`config.mk`:
```
export PLATFORM = sky130hd
export DESIGN_NAME = vne_normalize
export DESIGN_NICKNAME = d
export VERILOG_FILES = /design/src/sv/vne_pkg.sv /design/src/sv/vne_normalize.sv
export SDC_FILE = /design/constraint.sdc
export NUM_CORES = 2
export LEC_CHECK = 0
export BUFFER_PORTS_ARGS = -buffer_cell sky130_fd_sc_hd__buf_2
export CORE_MARGIN = 1
export CORE_UTILIZATION = 31
export DETAILED_ROUTE_END_ITERATION = 6
export HOLD_SLACK_MARGIN = 0.02
export PLACE_DENSITY = 0.53
export SYNTH_ARGS = -nofsm -noshare
export SYNTH_HDL_FRONTEND = slang
export SYNTH_SLANG_ARGS = --single-unit
```
`constraint.sdc`:
```
create_clock -name clk -period 13.37 [get_ports clk]
set_input_delay 1.337 -clock clk [delete_from_list [all_inputs] [get_ports clk]]
set_output_delay 1.337 -clock clk [all_outputs]
set_load 0.02 [all_outputs]
```
`src/sv/vne_pkg.sv`:
```
// ---------------------------------------------------------------------------
// vne_pkg
// shared types and constants of the vertex normal estimator
// ---------------------------------------------------------------------------
package vne_pkg;

    // fixed field widths
    localparam int IDX_BITS  = 10;
    localparam int KIND_BITS = 2;
    localparam int CFG_BITS  = 11;
    localparam int NORM_BITS = 16;
    localparam int QUOT_BITS = 15;

    // item kinds
    localparam logic [KIND_BITS-1:0] KIND_WRITE    = 2'd0;
    localparam logic [KIND_BITS-1:0] KIND_TRIANGLE = 2'd1;
    localparam logic [KIND_BITS-1:0] KIND_READ     = 2'd2;

    // result status codes
    localparam logic STATUS_DONE  = 1'b0;
    localparam logic STATUS_RANGE = 1'b1;

    // normalizer status toward the sequencer
    typedef struct packed {
        logic busy;
        logic done;
    } norm_stat_t;

endpackage

```
`src/sv/vne_normalize.sv`:
```
// ---------------------------------------------------------------------------
// vne_normalize
// scales a 3-vector to a q1.14 unit vector: shift, square sum, bit-serial
// square root and restoring division, one step per cycle
// ---------------------------------------------------------------------------
module vne_normalize #(
    parameter int MAG_BITS = 43
) (
    input  logic                                  clk,
    input  logic                                  rst_n,
    input  logic                                  start,
    input  logic signed [MAG_BITS:0]              comp_x,
    input  logic signed [MAG_BITS:0]              comp_y,
    input  logic signed [MAG_BITS:0]              comp_z,
    output logic signed [vne_pkg::NORM_BITS-1:0]  norm_x,
    output logic signed [vne_pkg::NORM_BITS-1:0]  norm_y,
    output logic signed [vne_pkg::NORM_BITS-1:0]  norm_z,
    output vne_pkg::norm_stat_t                   stat
);
    import vne_pkg::*;

    localparam int MW = MAG_BITS + 1;

    typedef enum logic [2:0] {
        N_IDLE,
        N_SHIFT,
        N_SQUARE,
        N_SQRT,
        N_DLOAD,
        N_DSTEP
    } nstate_t;

    nstate_t                 state_reg;
    logic [MW-1:0]           mag_x_reg;
    logic [MW-1:0]           mag_y_reg;
    logic [MW-1:0]           mag_z_reg;
    logic [2:0]              neg_reg;
    logic [4:0]              cnt_reg;
    logic [1:0]              j_reg;
    logic [59:0]             prod_reg;
    logic [63:0]             s_reg;
    logic [63:0]             res_reg;
    logic [63:0]             bit_reg;
    logic [31:0]             rem_reg;
    logic [QUOT_BITS-1:0]    low_reg;
    logic [QUOT_BITS-1:0]    q_reg;
    logic                    done_reg;
    logic signed [NORM_BITS-1:0] nx_reg;
    logic signed [NORM_BITS-1:0] ny_reg;
    logic signed [NORM_BITS-1:0] nz_reg;

    logic [MW-1:0]           mx;
    logic [63:0]             mx64;
    logic [29:0]             sq_op;
    logic [29:0]             div_m;
    logic [30:0]             root;
    logic [44:0]             dividend;
    logic [63:0]             root_try;
    logic [32:0]             trial;
    logic                    qbit;
    logic [QUOT_BITS-1:0]    q_new;
    logic signed [NORM_BITS-1:0] q_signed;
    logic                    q_neg;

    // largest magnitude
    always_comb
    begin
        mx = mag_x_reg;
        if (mag_y_reg > mx)
        begin
            mx = mag_y_reg;
        end
        if (mag_z_reg > mx)
        begin
            mx = mag_z_reg;
        end
        mx64 = 64'(mx);
    end

    // operand selection for square and divide
    always_comb
    begin
        case (cnt_reg[1:0])
            2'd0:    sq_op = mag_x_reg[29:0];
            2'd1:    sq_op = mag_y_reg[29:0];
            default: sq_op = mag_z_reg[29:0];
        endcase
        case (j_reg)
            2'd0:    div_m = mag_x_reg[29:0];
            2'd1:    div_m = mag_y_reg[29:0];
            default: div_m = mag_z_reg[29:0];
        endcase
        case (j_reg)
            2'd0:    q_neg = neg_reg[0];
            2'd1:    q_neg = neg_reg[1];
            default: q_neg = neg_reg[2];
        endcase
    end

    // square root and division step logic
    always_comb
    begin
        root     = res_reg[30:0];
        root_try = res_reg + bit_reg;
        dividend = {1'b0, div_m, 14'd0} + 45'(root[30:1]);
        trial    = {rem_reg, low_reg[QUOT_BITS-1]};
        qbit     = (trial >= 33'(root));
        q_new    = {q_reg[QUOT_BITS-2:0], qbit};
        q_signed = q_neg ? -NORM_BITS'(q_new) : NORM_BITS'(q_new);
    end

    // sequencer
    always_ff @(posedge clk or negedge rst_n)
    begin
        if (!rst_n)
        begin
            state_reg <= N_IDLE;
            done_reg  <= 1'b0;
            cnt_reg   <= '0;
            j_reg     <= '0;
        end
        else
        begin
            done_reg <= 1'b0;
            unique case (state_reg)
                N_IDLE:
                begin
                    if (start)
                    begin
                        mag_x_reg <= comp_x[MAG_BITS] ? MW'(-comp_x) : MW'(comp_x);
                        mag_y_reg <= comp_y[MAG_BITS] ? MW'(-comp_y) : MW'(comp_y);
                        mag_z_reg <= comp_z[MAG_BITS] ? MW'(-comp_z) : MW'(comp_z);
                        neg_reg   <= {comp_z[MAG_BITS], comp_y[MAG_BITS], comp_x[MAG_BITS]};
                        state_reg <= N_SHIFT;
                    end
                end
                N_SHIFT:
                begin
                    // bring the largest magnitude into [2^29, 2^30)
                    if (mx == '0)
                    begin
                        nx_reg    <= '0;
                        ny_reg    <= '0;
                        nz_reg    <= '0;
                        done_reg  <= 1'b1;
                        state_reg <= N_IDLE;
                    end
                    else if ((mx64 >> 34) != 64'd0)
                    begin
                        mag_x_reg <= mag_x_reg >> 4;
                        mag_y_reg <= mag_y_reg >> 4;
                        mag_z_reg <= mag_z_reg >> 4;
                    end
                    else if ((mx64 >> 30) != 64'd0)
                    begin
                        mag_x_reg <= mag_x_reg >> 1;
                        mag_y_reg <= mag_y_reg >> 1;
                        mag_z_reg <= mag_z_reg >> 1;
                    end
                    else if ((mx64 >> 25) == 64'd0)
                    begin
                        mag_x_reg <= mag_x_reg << 4;
                        mag_y_reg <= mag_y_reg << 4;
                        mag_z_reg <= mag_z_reg << 4;
                    end
                    else if ((mx64 >> 29) == 64'd0)
                    begin
                        mag_x_reg <= mag_x_reg << 1;
                        mag_y_reg <= mag_y_reg << 1;
                        mag_z_reg <= mag_z_reg << 1;
                    end
                    else
                    begin
                        s_reg     <= '0;
                        cnt_reg   <= '0;
                        state_reg <= N_SQUARE;
                    end
                end
                N_SQUARE:
                begin
                    // one square per cycle, accumulated in the next cycle
                    if (cnt_reg != 5'd3)
                    begin
                        prod_reg <= {30'd0, sq_op} * {30'd0, sq_op};
                    end
                    if (cnt_reg != 5'd0)
                    begin
                        s_reg <= s_reg + 64'(prod_reg);
                    end
                    if (cnt_reg == 5'd3)
                    begin
                        res_reg   <= '0;
                        bit_reg   <= 64'd1 << 62;
                        cnt_reg   <= '0;
                        state_reg <= N_SQRT;
                    end
                    else
                    begin
                        cnt_reg <= cnt_reg + 5'd1;
                    end
                end
                N_SQRT:
                begin
                    // one result bit per cycle
                    if (s_reg >= root_try)
                    begin
                        s_reg   <= s_reg - root_try;
                        res_reg <= (res_reg >> 1) + bit_reg;
                    end
                    else
                    begin
                        res_reg <= res_reg >> 1;
                    end
                    bit_reg <= bit_reg >> 2;
                    if (cnt_reg == 5'd31)
                    begin
                        j_reg     <= '0;
                        state_reg <= N_DLOAD;
                    end
                    cnt_reg <= cnt_reg + 5'd1;
                end
                N_DLOAD:
                begin
                    // quotient fits 15 bits, so the top part starts below the root
                    rem_reg   <= 32'(dividend[44:QUOT_BITS]);
                    low_reg   <= dividend[QUOT_BITS-1:0];
                    q_reg     <= '0;
                    cnt_reg   <= '0;
                    state_reg <= N_DSTEP;
                end
                N_DSTEP:
                begin
                    rem_reg <= qbit ? 32'(trial - 33'(root)) : 32'(trial);
                    low_reg <= {low_reg[QUOT_BITS-2:0], 1'b0};
                    q_reg   <= q_new;
                    cnt_reg <= cnt_reg + 5'd1;
                    if (cnt_reg == 5'(QUOT_BITS - 1))
                    begin
                        case (j_reg)
                            2'd0:    nx_reg <= q_signed;
                            2'd1:    ny_reg <= q_signed;
                            default: nz_reg <= q_signed;
                        endcase
                        if (j_reg == 2'd2)
                        begin
                            done_reg  <= 1'b1;
                            state_reg <= N_IDLE;
                        end
                        else
                        begin
                            j_reg     <= j_reg + 2'd1;
                            state_reg <= N_DLOAD;
                        end
                    end
                end
                default:
                begin
                    state_reg <= N_IDLE;
                end
            endcase
        end
    end

    assign norm_x    = nx_reg;
    assign norm_y    = ny_reg;
    assign norm_z    = nz_reg;
    assign stat.busy = (state_reg != N_IDLE);
    assign stat.done = done_reg;

endmodule

```
==> qor.csv <==
metric,value,unit
status,completed,
post-route-min-period,11.14,ns
grt_pass1_wl,363000,µm
report.final.slew_viol_count,0,
die_h,466,µm
yosysTopAreaCell,fa_1,
antenna_found_initial,6,
syn_inst,7506,
async_flop_share,2.32,%
worstSkewPairLatency,0.71,ns
synth_top_area_share,21.1,%
fin_skew,0.106,ns
cp.required,13.74,ns
cts_root_buf,clkbuf_16,
drive_above_1_share,6.65,%
synth-compound-area-share,17.4,%
fmax,0.0898,GHz
synthAdderAreaFrac,32.2,%
startpoint_type,register,
wl_met3,20300,µm
synth_top_family_by_area,adder cells,
start_util,31.2,%
syn_area,66800,µm²
cts.htree.levels,2,
post_cts.repair.setup_buffers,0,
critPathArrivalTime,11.51,ns
synth.yosys.warnings,0,
hold_violations,0,
endpoint_kind,register,
cts.path.max_buffers,3,
via_per_inst,5.50,
slew_headroom,4.05,%
synth-xor-area-share,6.36,%
critical_path_peak_fanout,35,
final_util,34.1,%
place_inst,10290,
seq_area_frac_synth,21.2,%
first_pass_iters,6,
syn_nets,8936,
wl_met1,112000,µm
critPathMaxStageDelay,0.81,ns
syn_area_per_cell,8.90,µm²
first_global_vias,56380,
wl_per_cell,23.2,µm
synth_edf_count,463,
rows,170,
nets,8942,
hp-class,register to register,
ys.flop_type,edfxtp_1,
routed_wl,241000,µm
worst_pin_slew,1.43,ns
synth-simple-area-share,13.1,%
ant_nets,0,
synth_most_common_cell,inv_1,
cp_slowest_cell,a21o_1,
yosys-mux-area-fraction,1.66,%
grt_usage,21.8,%
port_buffers,184,
cts_buffers,58,
first_iter_violations,6435,
holdBufCountCts,0,
wl_met2,103000,µm
path_class,register to register,
ctsResizeCount,0,
chipWidth,466,µm
cts_tree,built,
coreArea,214000,µm²
highest_layer,met5,
fin_crit_sh,83.3,%
vias,57191,
cts.sinks,474,
synth_commonest_cells,"inv_1, fa_1, nor2_1",
crit_top_cell,fa_1,
drc_errors,0,
io_pins,185,
grt-ovfl-total,0,
setup_viol,0,
maxCapViolations,0,
grt_max_degree,85,
synth.distinct_cells,84,
die_area,217000,µm²
rsz0062_at_grt,false,
synth-seq-cells,474,
gp_congestion,0.986,
post-dp-hpwl,187000,µm
fin_cells,10404,
fin_tns_setup,0,ns
area_delta_synth_final,9.27,%
synth_area_leaders,"fa_1, edfxtp_1, ha_1, inv_1, nor2_1",
path_clk_slew,0.08,ns
==> logic make-up after synthesis <==
group	count (synthesis)
multiplexers	108
adder cells (fa/ha/maj)	1295
XOR/XNOR	485
AND/OR/NAND/NOR	1941
flip-flops	474
buffers and inverters	1430
AO/OA/AOI/OAI	1773
==> worst paths after layout <==
path,from,end,slack [ns],cells after the start
setup / recovery,cnt_reg[0],prod_reg[58],2.23,33
hold / removal,low_reg[10],low_reg[11],0.52,2
setup reg to reg,cnt_reg[0],prod_reg[58],2.23,33
max in group asynchronous,rst_n,state_reg[2],12.34,1
hold reg to reg,low_reg[10],low_reg[11],0.52,2
min in group asynchronous,rst_n,done_reg,0.58,1
==> per-layer routing <==
metal,vias to the layer above,global-route usage (%)
met5,-,0
met4,2,4.74
met3,255,3.43
met2,2412,32.8
met1,28584,32.4
li1,25938,-
==> area by class of cell <==
class / instances / area (µm²)
inverter: 1077 / 4040
clock inverter: 44 / 475
timing repair buffer: 299 / 1800
fill: 22214 / 141000
clock buffer: 66 / 1500
antenna: 4 / 10.0
sequential: 474 / 14200
tap: 2838 / 3550
multi-input combinational: 5602 / 47500
==> through the flow <==
step	worst slack (ns)	instance area (µm²)	hold slack [ns]
2_1_floorplan	0.830	66800	0.484
4_1_cts	2.34	73000	0.527
6_report	2.23	73000	0.520
3_3_place_gp	2.53	71000	0.499
3_5_place_dp	2.38	71000	0.512
5_1_grt	1.83	73000	0.564
==> cell usage in the layout, fill, tap and decap left out, types with 58 or more instances in the layout <==
cell       instances
fa_1             704
xor2_1           219
nand3_1           97
edfxtp_1         463
and3_1            84
xnor2_1          266
a211oi_1          65
mux2i_1           86
buf_2            184
nand2_1          612
a221oi_1          71
inv_1           1060
nand4_1           75
clkbuf_16         58
a21o_1           180
o31ai_1           62
o21ai_0          301
ha_1             591
buf_4            114
nor2_1           689
a22oi_1          124
a31oi_1          114
nor3_1            84
a21oi_1          430
==> critical path: cells and delay by family, from the launching register on <==
family / cells / cell delay (ns)
AO/OA/AOI/OAI: 11 / 3.43
XOR/XNOR: 1 / 0.09
adder cells (fa/ha/maj): 10 / 4.52
buffers and inverters: 9 / 2.03
flip-flops: 1 / 0.45
AND/OR/NAND/NOR: 2 / 0.33
Power is not shown: default switching activity piles up to over one toggle a cycle in this logic, so the estimate is an artifact.
